File: config.mk
export PLATFORM = sky130hd
export DESIGN_NAME = clock_counter_replacement_flat
export DESIGN_NICKNAME = d
export VERILOG_FILES = /design/src/rtl/core/ccr_pkg.sv /design/src/rtl/core/ccr_ifs.sv /design/src/rtl/core/ccr_ram.sv /design/src/rtl/core/ccr_cfg.sv /design/src/rtl/core/clock_counter_replacement.sv /design/src/flat_wrapper.sv
export SDC_FILE = /design/constraint.sdc
export NUM_CORES = 2
export LEC_CHECK = 0
export ABC_AREA = 1
export BUFFER_PORTS_ARGS = -buffer_cell sky130_fd_sc_hd__buf_2
export CAP_MARGIN = 20
export CORE_ASPECT_RATIO = 0.6
export CORE_MARGIN = 1
export CORE_UTILIZATION = 30
export DETAILED_ROUTE_END_ITERATION = 7
export GPL_TIMING_DRIVEN = 0
export PLACE_DENSITY_LB_ADDON = 0.05
export SETUP_SLACK_MARGIN = 0.5
export SLEW_MARGIN = 25
export SYNTH_ARGS = -nofsm -noshare
export SYNTH_HDL_FRONTEND = slang
export SYNTH_SLANG_ARGS = --single-unit
File: constraint.sdc
create_clock -name clk -period 13.9 [get_ports clk]
set_input_delay 3.475 -clock clk [delete_from_list [all_inputs] [get_ports clk]]
set_output_delay 3.475 -clock clk [all_outputs]
set_load 0.005 [all_outputs]
File: src/rtl/core/ccr_pkg.sv
// Shared widths, defaults and result codes for the clock counter replacement block.
// No dependencies.
`default_nettype none
package ccr_pkg;
    localparam int KEY_W   = 32;
    localparam int SIZE_W  = 21;
    localparam int BYTES_W = 40;
    localparam int CTR_W   = 4;
    localparam int KIND_W  = 2;
    localparam int CFG_IDX_W = 1;

    localparam int DEF_ENTRIES = 32;

    localparam logic [BYTES_W-1:0] CAP_RESET = 40'd1048576;
    localparam logic [CTR_W-1:0]   MAXC_RESET = 4'd15;

    localparam logic [CFG_IDX_W-1:0] REG_CAPACITY = 1'd0;
    localparam logic [CFG_IDX_W-1:0] REG_MAX_CTR  = 1'd1;

    localparam logic [KIND_W-1:0] KIND_VICTIM = 2'd0;
    localparam logic [KIND_W-1:0] KIND_HIT    = 2'd1;
    localparam logic [KIND_W-1:0] KIND_MISS   = 2'd2;
    localparam logic [KIND_W-1:0] KIND_REJECT = 2'd3;

    typedef struct packed {
        logic [BYTES_W-1:0] capacity;
        logic [CTR_W-1:0]   max_ctr;
    } ccr_cfg_t;
endpackage
`default_nettype wire

File: src/rtl/core/ccr_ifs.sv
// Valid/ready channel interfaces for requests, results and configuration.
// Depends on ccr_pkg.
`default_nettype none
interface ccr_req_if import ccr_pkg::*; ();
    logic              valid;
    logic              ready;
    logic [KEY_W-1:0]  req_key;
    logic [SIZE_W-1:0] req_size;
    modport source (output valid, req_key, req_size, input ready);
    modport sink   (input valid, req_key, req_size, output ready);
endinterface

interface ccr_rsp_if import ccr_pkg::*; ();
    logic               valid;
    logic               ready;
    logic [KIND_W-1:0]  kind;
    logic [KEY_W-1:0]   key_out;
    logic               forced;
    logic [BYTES_W-1:0] bytes_cached;
    logic               last;
    modport source (output valid, kind, key_out, forced, bytes_cached, last, input ready);
    modport sink   (input valid, kind, key_out, forced, bytes_cached, last, output ready);
endinterface

interface ccr_cfg_if import ccr_pkg::*; ();
    logic                 valid;
    logic                 ready;
    logic [CFG_IDX_W-1:0] index;
    logic [BYTES_W-1:0]   data;
    modport source (output valid, index, data, input ready);
    modport sink   (input valid, index, data, output ready);
endinterface
`default_nettype wire

File: src/rtl/core/ccr_ram.sv
// Generic single write, single read RAM with registered read data.
// No dependencies.
`default_nettype none
module ccr_ram #(
    parameter int W = 8,
    parameter int D = 32
) (
    input  wire logic                 clk,
    input  wire logic                 we,
    input  wire logic [$clog2(D)-1:0] waddr,
    input  wire logic [W-1:0]         wdata,
    input  wire logic [$clog2(D)-1:0] raddr,
    output logic      [W-1:0]         rdata
);
    logic [W-1:0] mem [D];

    // Write and registered read
    always_ff @(posedge clk)
    begin
        if (we)
        begin
            mem[waddr] <= wdata;
        end
        rdata <= mem[raddr];
    end
endmodule
`default_nettype wire

File: src/rtl/core/ccr_cfg.sv
// Configuration register file: capacity and maximum counter value.
// Depends on ccr_pkg and ccr_ifs.
`default_nettype none
module ccr_cfg import ccr_pkg::*; (
    input  wire logic  clk,
    input  wire logic  rst_n,
    ccr_cfg_if.sink    cfg_ch,
    output ccr_cfg_t   cfg
);
    logic [BYTES_W-1:0] cap_reg;
    logic [CTR_W-1:0]   maxc_reg;

    assign cfg_ch.ready = 1'b1;
    assign cfg.capacity = cap_reg;
    assign cfg.max_ctr  = maxc_reg;

    // Take register writes
    always_ff @(posedge clk or negedge rst_n)
    begin
        if (!rst_n)
        begin
            cap_reg  <= CAP_RESET;
            maxc_reg <= MAXC_RESET;
        end
        else if (cfg_ch.valid)
        begin
            case (cfg_ch.index)
                REG_CAPACITY: cap_reg  <= cfg_ch.data;
                REG_MAX_CTR:  maxc_reg <= cfg_ch.data[CTR_W-1:0];
                default:      ;
            endcase
        end
    end
endmodule
`default_nettype wire

File: src/rtl/core/clock_counter_replacement.sv
// CLOCK replacement with multi-bit counters; one sequencer over slot RAMs.
// The sequencer scans every slot's key, then decides; a hit or reject result is loaded from the decide state.
// A resize first removes the old entry, each eviction sweeps from the hand, then the new entry is inserted.
// One request at a time: the RAM read port and the hand sweep set the rate.
// Reset (async, rst_n low) empties the table, clears hand, bytes and eviction flag.
`default_nettype none
module clock_counter_replacement import ccr_pkg::*; #(
    parameter int ENTRIES = DEF_ENTRIES
) (
    input  wire logic clk,
    input  wire logic rst_n,
    ccr_req_if.sink   req_ch,
    ccr_rsp_if.source rsp_ch,
    ccr_cfg_if.sink   cfg_ch
);
    localparam int IW = $clog2(ENTRIES);
    localparam int CW = $clog2(ENTRIES + 1);
    localparam logic [CW-1:0] FULL = CW'(ENTRIES);

    localparam logic [3:0] S_IDLE   = 4'd0;
    localparam logic [3:0] S_SCAN   = 4'd1;
    localparam logic [3:0] S_DECIDE = 4'd2;
    localparam logic [3:0] S_RM_RD  = 4'd3;
    localparam logic [3:0] S_RM     = 4'd4;
    localparam logic [3:0] S_EVCHK  = 4'd5;
    localparam logic [3:0] S_EV_RD  = 4'd6;
    localparam logic [3:0] S_EV     = 4'd7;
    localparam logic [3:0] S_VIC_RD = 4'd8;
    localparam logic [3:0] S_VIC    = 4'd9;
    localparam logic [3:0] S_INS_RD = 4'd10;
    localparam logic [3:0] S_INS1   = 4'd11;
    localparam logic [3:0] S_INS2   = 4'd12;

    ccr_cfg_t cfg;

    ccr_cfg u_cfg (.clk(clk), .rst_n(rst_n), .cfg_ch(cfg_ch), .cfg(cfg));

    logic [3:0]         state_reg;
    logic [KEY_W-1:0]   key_reg;
    logic [SIZE_W-1:0]  size_reg;
    logic [CW-1:0]      sc_reg;
    logic               found_reg;
    logic [IW-1:0]      fidx_reg;
    logic [SIZE_W-1:0]  fsize_reg;
    logic [IW-1:0]      free_reg;
    logic               free_ok_reg;
    logic [IW-1:0]      hand_reg;
    logic [BYTES_W-1:0] used_reg;
    logic [CW-1:0]      cnt_reg;
    logic               evo_reg;
    logic [IW-1:0]      p_reg;
    logic [CW-1:0]      lap_reg;
    logic [IW-1:0]      vic_reg;
    logic               forced_reg;
    logic [IW-1:0]      pins_reg;
    logic [ENTRIES-1:0] valid_reg;

    logic               ovld_reg;
    logic [KIND_W-1:0]  okind_reg;
    logic [KEY_W-1:0]   okey_reg;
    logic               oforced_reg;
    logic [BYTES_W-1:0] obytes_reg;
    logic               olast_reg;

    // RAM ports
    logic [IW-1:0]      ra;
    logic [KEY_W-1:0]   key_rd;
    logic [SIZE_W-1:0]  size_rd;
    logic [CTR_W-1:0]   ctr_rd;
    logic [IW-1:0]      next_rd;
    logic [IW-1:0]      prev_rd;
    logic               kw_we, cw_we, nw_we, pw_we;
    logic [IW-1:0]      cw_addr, nw_addr, pw_addr;
    logic [CTR_W-1:0]   cw_data;
    logic [IW-1:0]      nw_data, pw_data;

    logic               emit_ok;
    logic [IW-1:0]      scan_idx;
    logic               is_hit;
    logic               too_big;
    logic               rsp_load;
    logic [IW-1:0]      p_use;
    logic [BYTES_W:0]   need;

    assign emit_ok  = !ovld_reg || rsp_ch.ready;
    assign scan_idx = IW'(sc_reg - CW'(1));
    assign is_hit   = found_reg && (fsize_reg == size_reg);
    assign too_big  = {{(BYTES_W - SIZE_W){1'b0}}, size_reg} > cfg.capacity;
    assign rsp_load = emit_ok && (((state_reg == S_DECIDE) && (is_hit || too_big)) ||
                                  (state_reg == S_VIC) || (state_reg == S_INS2));
    assign p_use    = (cnt_reg == '0) ? free_reg : prev_rd;
    assign need     = {1'b0, used_reg} + {{(BYTES_W + 1 - SIZE_W){1'b0}}, size_reg};

    assign req_ch.ready        = (state_reg == S_IDLE);
    assign rsp_ch.valid        = ovld_reg;
    assign rsp_ch.kind         = okind_reg;
    assign rsp_ch.key_out      = okey_reg;
    assign rsp_ch.forced       = oforced_reg;
    assign rsp_ch.bytes_cached = obytes_reg;
    assign rsp_ch.last         = olast_reg;

    // Select the shared read address
    always_comb
    begin
        case (state_reg)
            S_SCAN:           ra = (sc_reg < FULL) ? sc_reg[IW-1:0] : '0;
            S_RM_RD, S_RM:    ra = fidx_reg;
            S_EV_RD, S_EV:    ra = p_reg;
            S_VIC_RD, S_VIC:  ra = vic_reg;
            S_INS_RD, S_INS1: ra = hand_reg;
            default:          ra = '0;
        endcase
    end

    // Select the write ports
    always_comb
    begin
        kw_we   = 1'b0;
        cw_we   = 1'b0;
        nw_we   = 1'b0;
        pw_we   = 1'b0;
        cw_addr = free_reg;
        cw_data = evo_reg ? cfg.max_ctr : '0;
        nw_addr = prev_rd;
        nw_data = next_rd;
        pw_addr = next_rd;
        pw_data = prev_rd;
        case (state_reg)
            S_DECIDE:
            begin
                cw_we   = is_hit && emit_ok;
                cw_addr = fidx_reg;
                cw_data = cfg.max_ctr;
            end
            S_RM:
            begin
                nw_we = 1'b1;
                pw_we = 1'b1;
            end
            S_EV:
            begin
                cw_we   = (ctr_rd != '0);
                cw_addr = p_reg;
                cw_data = ctr_rd - CTR_W'(1);
            end
            S_VIC:
            begin
                nw_we = emit_ok;
                pw_we = emit_ok;
            end
            S_INS1:
            begin
                nw_we   = 1'b1;
                nw_addr = free_reg;
                nw_data = hand_reg;
                pw_we   = 1'b1;
                pw_addr = free_reg;
                pw_data = p_use;
            end
            S_INS2:
            begin
                kw_we   = emit_ok;
                cw_we   = emit_ok;
                nw_we   = emit_ok;
                nw_addr = pins_reg;
                nw_data = free_reg;
                pw_we   = emit_ok;
                pw_addr = hand_reg;
                pw_data = free_reg;
            end
            default: ;
        endcase
    end

    ccr_ram #(.W(KEY_W), .D(ENTRIES)) u_key (.clk(clk), .we(kw_we), .waddr(free_reg),
        .wdata(key_reg), .raddr(ra), .rdata(key_rd));
    ccr_ram #(.W(SIZE_W), .D(ENTRIES)) u_size (.clk(clk), .we(kw_we), .waddr(free_reg),
        .wdata(size_reg), .raddr(ra), .rdata(size_rd));
    ccr_ram #(.W(CTR_W), .D(ENTRIES)) u_ctr (.clk(clk), .we(cw_we), .waddr(cw_addr),
        .wdata(cw_data), .raddr(ra), .rdata(ctr_rd));
    ccr_ram #(.W(IW), .D(ENTRIES)) u_next (.clk(clk), .we(nw_we), .waddr(nw_addr),
        .wdata(nw_data), .raddr(ra), .rdata(next_rd));
    ccr_ram #(.W(IW), .D(ENTRIES)) u_prev (.clk(clk), .we(pw_we), .waddr(pw_addr),
        .wdata(pw_data), .raddr(ra), .rdata(prev_rd));

    // Sequencer
    always_ff @(posedge clk or negedge rst_n)
    begin
        if (!rst_n)
        begin
            state_reg   <= S_IDLE;
            key_reg     <= '0;
            size_reg    <= '0;
            sc_reg      <= '0;
            found_reg   <= 1'b0;
            fidx_reg    <= '0;
            fsize_reg   <= '0;
            free_reg    <= '0;
            free_ok_reg <= 1'b0;
            hand_reg    <= '0;
            used_reg    <= '0;
            cnt_reg     <= '0;
            evo_reg     <= 1'b0;
            p_reg       <= '0;
            lap_reg     <= '0;
            vic_reg     <= '0;
            forced_reg  <= 1'b0;
            pins_reg    <= '0;
            valid_reg   <= '0;
            ovld_reg    <= 1'b0;
            okind_reg   <= KIND_MISS;
            okey_reg    <= '0;
            oforced_reg <= 1'b0;
            obytes_reg  <= '0;
            olast_reg   <= 1'b0;
        end
        else
        begin
            // Drop a taken result unless a new one loads
            if (ovld_reg && rsp_ch.ready && !rsp_load)
            begin
                ovld_reg <= 1'b0;
            end
            case (state_reg)
                S_IDLE:
                begin
                    if (req_ch.valid)
                    begin
                        key_reg     <= req_ch.req_key;
                        size_reg    <= req_ch.req_size;
                        sc_reg      <= '0;
                        found_reg   <= 1'b0;
                        free_ok_reg <= 1'b0;
                        state_reg   <= S_SCAN;
                    end
                end
                S_SCAN:
                begin
                    if (sc_reg != '0)
                    begin
                        if (valid_reg[scan_idx] && key_rd == key_reg && !found_reg)
                        begin
                            found_reg <= 1'b1;
                            fidx_reg  <= scan_idx;
                            fsize_reg <= size_rd;
                        end
                        if (!valid_reg[scan_idx] && !free_ok_reg)
                        begin
                            free_reg    <= scan_idx;
                            free_ok_reg <= 1'b1;
                        end
                    end
                    if (sc_reg == FULL)
                    begin
                        state_reg <= S_DECIDE;
                    end
                    else
                    begin
                        sc_reg <= sc_reg + CW'(1);
                    end
                end
                S_DECIDE:
                begin
                    if (is_hit || too_big)
                    begin
                        if (emit_ok)
                        begin
                            ovld_reg    <= 1'b1;
                            okind_reg   <= is_hit ? KIND_HIT : KIND_REJECT;
                            okey_reg    <= key_reg;
                            oforced_reg <= 1'b0;
                            obytes_reg  <= used_reg;
                            olast_reg   <= 1'b1;
                            state_reg   <= S_IDLE;
                        end
                    end
                    else if (found_reg)
                    begin
                        state_reg <= S_RM_RD;
                    end
                    else
                    begin
                        state_reg <= S_EVCHK;
                    end
                end
                S_RM_RD:
                begin
                    state_reg <= S_RM;
                end
                S_RM:
                begin
                    // Remove the resized entry
                    if (hand_reg == fidx_reg)
                    begin
                        hand_reg <= next_rd;
                    end
                    valid_reg[fidx_reg] <= 1'b0;
                    used_reg <= used_reg - {{(BYTES_W - SIZE_W){1'b0}}, fsize_reg};
                    cnt_reg  <= cnt_reg - CW'(1);
                    if (!free_ok_reg || fidx_reg < free_reg)
                    begin
                        free_reg    <= fidx_reg;
                        free_ok_reg <= 1'b1;
                    end
                    state_reg <= S_EVCHK;
                end
                S_EVCHK:
                begin
                    if (cnt_reg != '0 &&
                        (need > {1'b0, cfg.capacity} || cnt_reg == FULL))
                    begin
                        evo_reg   <= 1'b1;
                        p_reg     <= hand_reg;
                        lap_reg   <= '0;
                        state_reg <= S_EV_RD;
                    end
                    else if (cnt_reg == '0)
                    begin
                        hand_reg  <= free_reg;
                        pins_reg  <= free_reg;
                        state_reg <= S_INS1;
                    end
                    else
                    begin
                        state_reg <= S_INS_RD;
                    end
                end
                S_EV_RD:
                begin
                    state_reg <= S_EV;
                end
                S_EV:
                begin
                    // Advance the hand or pick the victim
                    if (ctr_rd == '0)
                    begin
                        vic_reg    <= p_reg;
                        forced_reg <= 1'b0;
                        state_reg  <= S_VIC_RD;
                    end
                    else if (lap_reg + CW'(1) == cnt_reg)
                    begin
                        vic_reg    <= hand_reg;
                        forced_reg <= 1'b1;
                        state_reg  <= S_VIC_RD;
                    end
                    else
                    begin
                        lap_reg   <= lap_reg + CW'(1);
                        p_reg     <= next_rd;
                        state_reg <= S_EV_RD;
                    end
                end
                S_VIC_RD:
                begin
                    state_reg <= S_VIC;
                end
                S_VIC:
                begin
                    if (emit_ok)
                    begin
                        hand_reg <= next_rd;
                        valid_reg[vic_reg] <= 1'b0;
                        used_reg <= used_reg - {{(BYTES_W - SIZE_W){1'b0}}, size_rd};
                        cnt_reg  <= cnt_reg - CW'(1);
                        if (!free_ok_reg || vic_reg < free_reg)
                        begin
                            free_reg    <= vic_reg;
                            free_ok_reg <= 1'b1;
                        end
                        ovld_reg    <= 1'b1;
                        okind_reg   <= KIND_VICTIM;
                        okey_reg    <= key_rd;
                        oforced_reg <= forced_reg;
                        obytes_reg  <= used_reg - {{(BYTES_W - SIZE_W){1'b0}}, size_rd};
                        olast_reg   <= 1'b0;
                        state_reg   <= S_EVCHK;
                    end
                end
                S_INS_RD:
                begin
                    state_reg <= S_INS1;
                end
                S_INS1:
                begin
                    pins_reg  <= p_use;
                    state_reg <= S_INS2;
                end
                S_INS2:
                begin
                    if (emit_ok)
                    begin
                        valid_reg[free_reg] <= 1'b1;
                        cnt_reg     <= cnt_reg + CW'(1);
                        used_reg    <= need[BYTES_W-1:0];
                        ovld_reg    <= 1'b1;
                        okind_reg   <= KIND_MISS;
                        okey_reg    <= key_reg;
                        oforced_reg <= 1'b0;
                        obytes_reg  <= need[BYTES_W-1:0];
                        olast_reg   <= 1'b1;
                        state_reg   <= S_IDLE;
                    end
                end
                default:
                begin
                    state_reg <= S_IDLE;
                end
            endcase
        end
    end
endmodule
`default_nettype wire

File: src/flat_wrapper.sv
// flat-port wrapper written by rule: the top's interface ports become plain ports
module clock_counter_replacement_flat import ccr_pkg::*;
#(
    parameter int ENTRIES = DEF_ENTRIES
)
  (clk, rst_n, req_ch_valid, req_ch_req_key, req_ch_req_size, req_ch_ready, rsp_ch_valid, rsp_ch_kind, rsp_ch_key_out, rsp_ch_forced, rsp_ch_bytes_cached, rsp_ch_last, rsp_ch_ready, cfg_ch_valid, cfg_ch_index, cfg_ch_data, cfg_ch_ready);
  ccr_req_if req_ch_i ();
  ccr_rsp_if rsp_ch_i ();
  ccr_cfg_if cfg_ch_i ();
  input  wire logic clk;
  input  wire logic rst_n;
  input wire logic [$bits(req_ch_i.valid)-1:0] req_ch_valid;
  input wire logic [$bits(req_ch_i.req_key)-1:0] req_ch_req_key;
  input wire logic [$bits(req_ch_i.req_size)-1:0] req_ch_req_size;
  output wire logic [$bits(req_ch_i.ready)-1:0] req_ch_ready;
  output wire logic [$bits(rsp_ch_i.valid)-1:0] rsp_ch_valid;
  output wire logic [$bits(rsp_ch_i.kind)-1:0] rsp_ch_kind;
  output wire logic [$bits(rsp_ch_i.key_out)-1:0] rsp_ch_key_out;
  output wire logic [$bits(rsp_ch_i.forced)-1:0] rsp_ch_forced;
  output wire logic [$bits(rsp_ch_i.bytes_cached)-1:0] rsp_ch_bytes_cached;
  output wire logic [$bits(rsp_ch_i.last)-1:0] rsp_ch_last;
  input wire logic [$bits(rsp_ch_i.ready)-1:0] rsp_ch_ready;
  input wire logic [$bits(cfg_ch_i.valid)-1:0] cfg_ch_valid;
  input wire logic [$bits(cfg_ch_i.index)-1:0] cfg_ch_index;
  input wire logic [$bits(cfg_ch_i.data)-1:0] cfg_ch_data;
  output wire logic [$bits(cfg_ch_i.ready)-1:0] cfg_ch_ready;
  assign req_ch_i.valid = req_ch_valid;
  assign req_ch_i.req_key = req_ch_req_key;
  assign req_ch_i.req_size = req_ch_req_size;
  assign req_ch_ready = req_ch_i.ready;
  assign rsp_ch_valid = rsp_ch_i.valid;
  assign rsp_ch_kind = rsp_ch_i.kind;
  assign rsp_ch_key_out = rsp_ch_i.key_out;
  assign rsp_ch_forced = rsp_ch_i.forced;
  assign rsp_ch_bytes_cached = rsp_ch_i.bytes_cached;
  assign rsp_ch_last = rsp_ch_i.last;
  assign rsp_ch_i.ready = rsp_ch_ready;
  assign cfg_ch_i.valid = cfg_ch_valid;
  assign cfg_ch_i.index = cfg_ch_index;
  assign cfg_ch_i.data = cfg_ch_data;
  assign cfg_ch_ready = cfg_ch_i.ready;
  clock_counter_replacement #(.ENTRIES(ENTRIES)) u_core (.clk(clk), .rst_n(rst_n), .req_ch(req_ch_i), .rsp_ch(rsp_ch_i), .cfg_ch(cfg_ch_i));
endmodule
* After elaboration in Yosys (flattened, before gate mapping)
Memories as Yosys holds them, arrays and structs flattened. A register that Yosys moved wholly into a read port is not among the register bits.
Cells that the tools add are included.
** Storage, ports and cells
- Bits in registers :: 323
- Memories kept :: 5
- Bits in writable memories :: 2144
- Logic and storage cells :: 267
** Cells by class
- Equality and inequality tests :: 36
- Bitwise logic cells :: 6
- Add/sub/neg operators :: 9
- Order comparisons :: 12
- Multiplexer cells :: 109
- Reduce and logical (&&, ||, !) cells :: 63
** Memory list
- u_core.u_key.mem :: depth 32, bits a word 32, read ports 1, clocked after Yosys merged registers in 1, write ports 1, RTL line ccr_ram.sv:15 : logic [W-1:0] mem [D];
- u_core.u_size.mem :: depth 32, bits a word 21, read ports 1, clocked after Yosys merged registers in 1, write ports 1, RTL line ccr_ram.sv:15
- u_core.u_next.mem :: depth 32, bits a word 5, read ports 1, clocked after Yosys merged registers in 1, write ports 1, RTL line ccr_ram.sv:15
- u_core.u_prev.mem :: depth 32, bits a word 5, read ports 1, clocked after Yosys merged registers in 1, write ports 1, RTL line ccr_ram.sv:15
- u_core.u_ctr.mem :: depth 32, bits a word 4, read ports 1, clocked after Yosys merged registers in 1, write ports 1, RTL line ccr_ram.sv:15
** Operators by type and width (number)
- $pmux W40 S3 :: 2
- $pmux W32 S3 :: 2
- $mux W32 :: 5
- $mux W40 :: 4
- $mux W5 :: 16
- $sub A40 B21 Y40 :: 2
- $pmux W5 S2 :: 7
- $and A32 B32 Y32 :: 2
- $not A32 Y32 :: 2
- $pmux W4 S13 :: 1
- $mux W6 :: 7
- $add A40 B21 Y41 :: 1
- $gt A41 B40 Y1 :: 1
- $gt A21 B40 Y1 :: 1
- $mux W4 :: 9
- $eq A32 B32 Y1 :: 1
- $or A32 B32 Y32 :: 1
- $mux W1 :: 31
- $pmux W5 S3 :: 2
- $pmux W5 S5 :: 1
- $lt A5 B6 Y1 const B :: 4
- $pmux W6 S2 :: 2
- $ne A2 B1 Y1 const B :: 11
- $eq A21 B21 Y1 :: 1
- 42 further kinds :: 119

* Longest topological paths before layout
- Depth after elaboration :: 13
- Gate-level depth with buffers :: 31

* By module
Synthesis repeated with hierarchy kept, for this count alone.
** Second synthesis, totals
- Cells, all modules :: 11031
- Area, all modules :: 112975.9 um2
** By module, submodules not included
- ccr_ram at u_core.u_key :: cells an instance 3536, sequential area each 31390.1 um2, instances 1, area an instance 42405.7 um2
- ccr_ram at u_core.u_size :: cells an instance 2338, sequential area each 20599.8 um2, instances 1, area an instance 27566.4 um2
- clock_counter_replacement :: cells an instance 3287, sequential area each 6982.9 um2, instances 1, area an instance 22133.7 um2
- ccr_ram at u_core.u_next ... :: cells an instance 595, sequential area each 4904.7 um2, instances 2, area an instance 6796.5 um2
- ccr_ram at u_core.u_ctr :: cells an instance 486, sequential area each 3923.8 um2, instances 1, area an instance 5496.5 um2
- ccr_cfg :: cells an instance 194, sequential area each 1107.3 um2, instances 1, area an instance 1780.5 um2

* Worst setup path after synthesis
No wires, ideal clock.
- Kind :: input to register
- From :: in rsp_ch_ready
- To :: mem u_core.u_key.mem[28][0] in the netlist's numbering, enable pin
- Stages :: 4
- Buffers on the path :: 0
- Arrival :: 8.860 ns
- Setup slack :: 4.441 ns
- Path through :: nor2_1 nor2_1 inv_1 nor4_1
** Between the ends
- Longest elaborated chain between the ends :: 4
** Ends and longest elaborated chain
- start, declared :: RTL line flat_wrapper.sv:22 : input wire logic [$bits(rsp_ch_i.ready)-1:0] rsp_ch_ready;
- $logic_or A1 B1 Y1 :: RTL line clock_counter_replacement.sv:85 : assign emit_ok = !ovld_reg || rsp_ch.ready;
- $mux W1 :: RTL line clock_counter_replacement.sv:128 : case (state_reg)
- $mux W1 :: RTL line ccr_ram.sv:20 : if (we)
- $mux W1 (not written as such) :: RTL line ccr_ram.sv:22 : mem[waddr] <= wdata;
- end, declared :: RTL line ccr_ram.sv:15
No other way between the ends.

* Worst setup path in the final report
- From :: in rsp_ch_ready
- To :: mem u_core.u_key.mem[29][23] in the netlist's numbering, enable pin
The elaborated chain is that of the path after synthesis.

==> results.py <==
metrics = {
    "route": {
        "routed_via_density": 5.47,
        "drt_iter0_drc": 13600,
        "routedWlPerCell_um": 35.4,
        "drc": 0,
        "drt_first_pass_iters": 7,
        "drt_wl_total_mm": 581,
        "ant_nets": 0,
        "vias": 89900,
    },
    "cts": {
        "cts_sinks": 2534,
        "htree_num_levels": 5,
        "tritoncts": "yes",
        "root_buffer": "clkbuf_16",
        "cts_buffers": 277,
        "cts_setup_buffers": 0,
        "post_cts_resize_count": 0,
        "cts.clk_slew.worst_paths_ns": 0.06,
        "hold_buffers": 0,
        "insertion_delay_ns": 0.92,
        "clockBufferDepth": 4,
    },
    "sta": {
        "period_share": 0.521,
        "max_freq_ghz": 0.138,
        "hold_ws_ns": 0.476,
        "worst_pin_slew_ns": 1.28,
        "finalCriticalPeriod_ns": 7.24,
        "hold_violations": 0,
        "setup_viol": 0,
        "setup_tns_ns": 0,
        "final.setup_skew_ns": 0.0533,
        "rsz0062_at_grt": "false",
        "slew_headroom": 0.143,
        "drv_slew": 0,
    },
    "synthesis": {
        "syn_inst": 10600,
        "synth_common_cells": "3,179 x nand2_1, 2,180 x nand3_1, 2,144 x edfxtp_1",
        "mappedNetlistArea_um2": 110000,
        "yosysMostFrequentCell": "nand2_1",
        "synth.area.top_cells": "edfxtp_1 58%, nand2_1 11%, nand3_1 9.9%",
        "synth.avg_cell_area_um2": 10.4,
        "synth_edf_count": 2144,
        "yosysTopAreaCell": "edfxtp_1",
        "ys_types": 55,
        "synth.top_cell.area_share": 0.583,
        "async_flop_share": 0.127,
        "synth_flop_cell": "edfxtp_1",
        "yosysWarnings": 0,
        "syn-num-nets": 10800,
        "synth-seq-cells": 2534,
        "ys_seq_area_frac": 0.668,
    },
    "floorplan": {
        "dieWidth_um": 785,
        "die-area_um2": 371000,
        "rows": 172,
        "initial_utilization": 0.302,
        "ioPinCount": 178,
        "design.core.area_um2": 366000,
        "dieHeight_um": 472,
    },
    "grt": {
        "top_usage_layer": "met1",
        "gr-total-overflow": 0,
        "use_met3": 0.120,
        "grt_pass1_wl_mm": 758,
        "grt_max_degree": 81,
        "antenna_found_initial": 80,
        "grt.total_usage": 0.306,
        "met2_usage": 0.365,
        "grt_use_met1": 0.497,
        "grt_pass1_vias": 80900,
    },
    "worst_setup_path": {
        "rr_worst_depth": 22,
        "critPathMaxStageDelay_ns": 0.84,
        "critPathCaptureType": "flip-flop",
        "rr_startpoint": "u_core.size_reg[2]",
        "startpoint_type": "primary input",
        "cp.arrival_ns": 7.83,
        "critPathSlowestCell": "nor2_1",
        "path_max_fanout": 6,
        "worst-path-buf-inv": 11,
        "r2r-end": "u_core.lap_reg[1]",
        "critical_path_class": "in2reg",
        "worst_path_most_repeated_cell": "buf_2",
        "cp_top_family": "buffers and inverters",
        "rrSetupSlack_ns": 7.37,
        "path_cells": "buf_2 > nor2_1 > nor2_1 > inv_1 > nor4_2 > buf_4 > buf_4 > buf_2 > buf_2 > buf_2 > buf_2 > buf_2 > buf_2 > buf_2",
        "worstPathRequired_ns": 14.49,
        "crit_cells": 14,
    },
    "pwr": {
        "leakagePower_nw": 50.1,
        "powerDensity_nw_per_um2": 249,
        "power_mw": 33.0,
        "ir_worst_vdd_v": 0.000242,
    },
    "final_layout": {
        "nNetsFinal": 11600,
        "top_register": "u_core.u_key.mem",
        "largest_register_ffs": 1024,
        "area_growth_pct": 19.9,
        "reg_top3": "u_core.u_key.mem x1024, u_core.u_size.mem x672",
        "finalNonFillerCells": 16400,
        "drive_gt1_frac": 0.118,
        "num-fill-cells": 36600,
    },
    "hold_path": {
        "hold_path_depth": 2,
        "min_to": "u_core.rsp_ch.key_out[28]",
        "min_path_type": "reg2reg",
        "hold_start": "u_core.rsp_ch.key_out[28]",
    },
    "status": {
        "outcome": "completed",
    },
    "placement": {
        "placedCellCount": 15900,
        "gp_congestion": 0.965,
        "hpwl_mm": 443,
        "port_buffers": 176,
    },
    "job": {
        "maxCapViolCount": 0,
    },
}
==> worst max path at each step <==
| stage | startpoint | end | slack, ns |
|---|---|---|---|
| 2_1_floorplan | rsp_ch_ready | u_core.u_key.mem[28][0] | 4.44 |
| 3_3_place_gp | rsp_ch_ready | u_core.valid_reg[30] | -9.11 |
| 3_5_place_dp | rsp_ch_ready | u_core.u_key.mem[29][23] | 5.89 |
| 4_1_cts | rsp_ch_ready | u_core.u_key.mem[29][25] | 6.85 |
| 5_1_grt | rsp_ch_ready | u_core.u_key.mem[29][25] | 6.71 |
| 6_report | rsp_ch_ready | u_core.u_key.mem[29][23] | 6.66 |
==> metrics by stage <==
| stage | instance area (um2) | setup slack, ns | util |
|---|---|---|---|
| after floorplan | 110000 | 4.44 | - |
| after global placement | 117000 | -9.11 | 0.321 |
| after detailed placement | 124000 | 5.89 | 0.337 |
| after CTS | 132000 | 6.85 | 0.361 |
| after global routing | 132000 | 6.71 | 0.362 |
| final | 132000 | 6.66 | 0.362 |
==> layer usage <==
layer	vias to the layer above	wire length (um)
li1	38400	-
met1	45900	285000
met2	5051	204000
met3	543	79200
met4	4	12300
met5	-	21
==> cell families (layout without fill, tap and decap cells) <==
group | after synthesis | in the layout | synth area share
simple gates | 6092 | 6092 | 0.235
flops | 2534 | 2534 | 0.668
buf+inv | 1022 | 1974 | 0.0378
compound gates | 715 | 715 | 0.0364
fa+ha+maj | 146 | 146 | 0.0168
xor+xnor | 67 | 67 | 0.00531
other cells | 1 | 24 | 0.0000339
==> cell usage in the layout, fill, tap and decap left out, types with 87 or more instances in the layout <==
cell type,netlist,layout
a21oi_1,245,243
dfrtp_1,317,264
nand2_1,3179,3177
nor2_1,557,497
buf_12,0,121
edfxtp_1,2144,2144
inv_1,429,428
buf_16,0,87
ha_1,142,142
clkbuf_1,261,263
clkbuf_16,0,289
buf_2,236,457
o21ai_0,283,283
nand3_1,2180,2175
==> cell type report <==
type | instances | area, um2 | share of cell area
Sequential cell | 2534 | 73900 | 0.558
Multi-Input combinational cell | 7021 | 33100 | 0.250
Clock buffer | 368 | 7710 | 0.0582
Timing Repair Buffer | 460 | 6260 | 0.0472
Tap cell | 4872 | 6100 | 0.0460
Buffer | 576 | 2610 | 0.0197
Inverter | 446 | 1670 | 0.0126
Clock inverter | 124 | 1130 | 0.00857
Antenna cell | 23 | 57.6 | 0.000434
==> worst reg2reg max path: stages (launching register included) <==
cell,delay [ns]
dfrtp_4,0.88
ha_1,0.44
a21oi_1,0.18
nand2_1,0.13
a21oi_2,0.65
o21ai_1,0.47
xor2_1,1.04
ha_1,0.41
nand2_1,0.27
a21oi_1,0.07
nor2_1,0.26
nand3_1,0.20
nand2_1,0.13
nand3_1,0.14
nand2_1,0.09
nand2_1,0.05
nand2_1,0.06
nand2_1,0.05
nand2_1,0.08
nand3_1,0.20
clkbuf_1,0.38
nand4_1,0.18
nand2_1,0.06
==> power breakdown <==
part	internal (mW)	switching, mW
logic	3.31	11.6
registers	9.61	0.953
clock network	4.22	3.36
total	17.1	15.9
(Power assumes the default switching activity.)
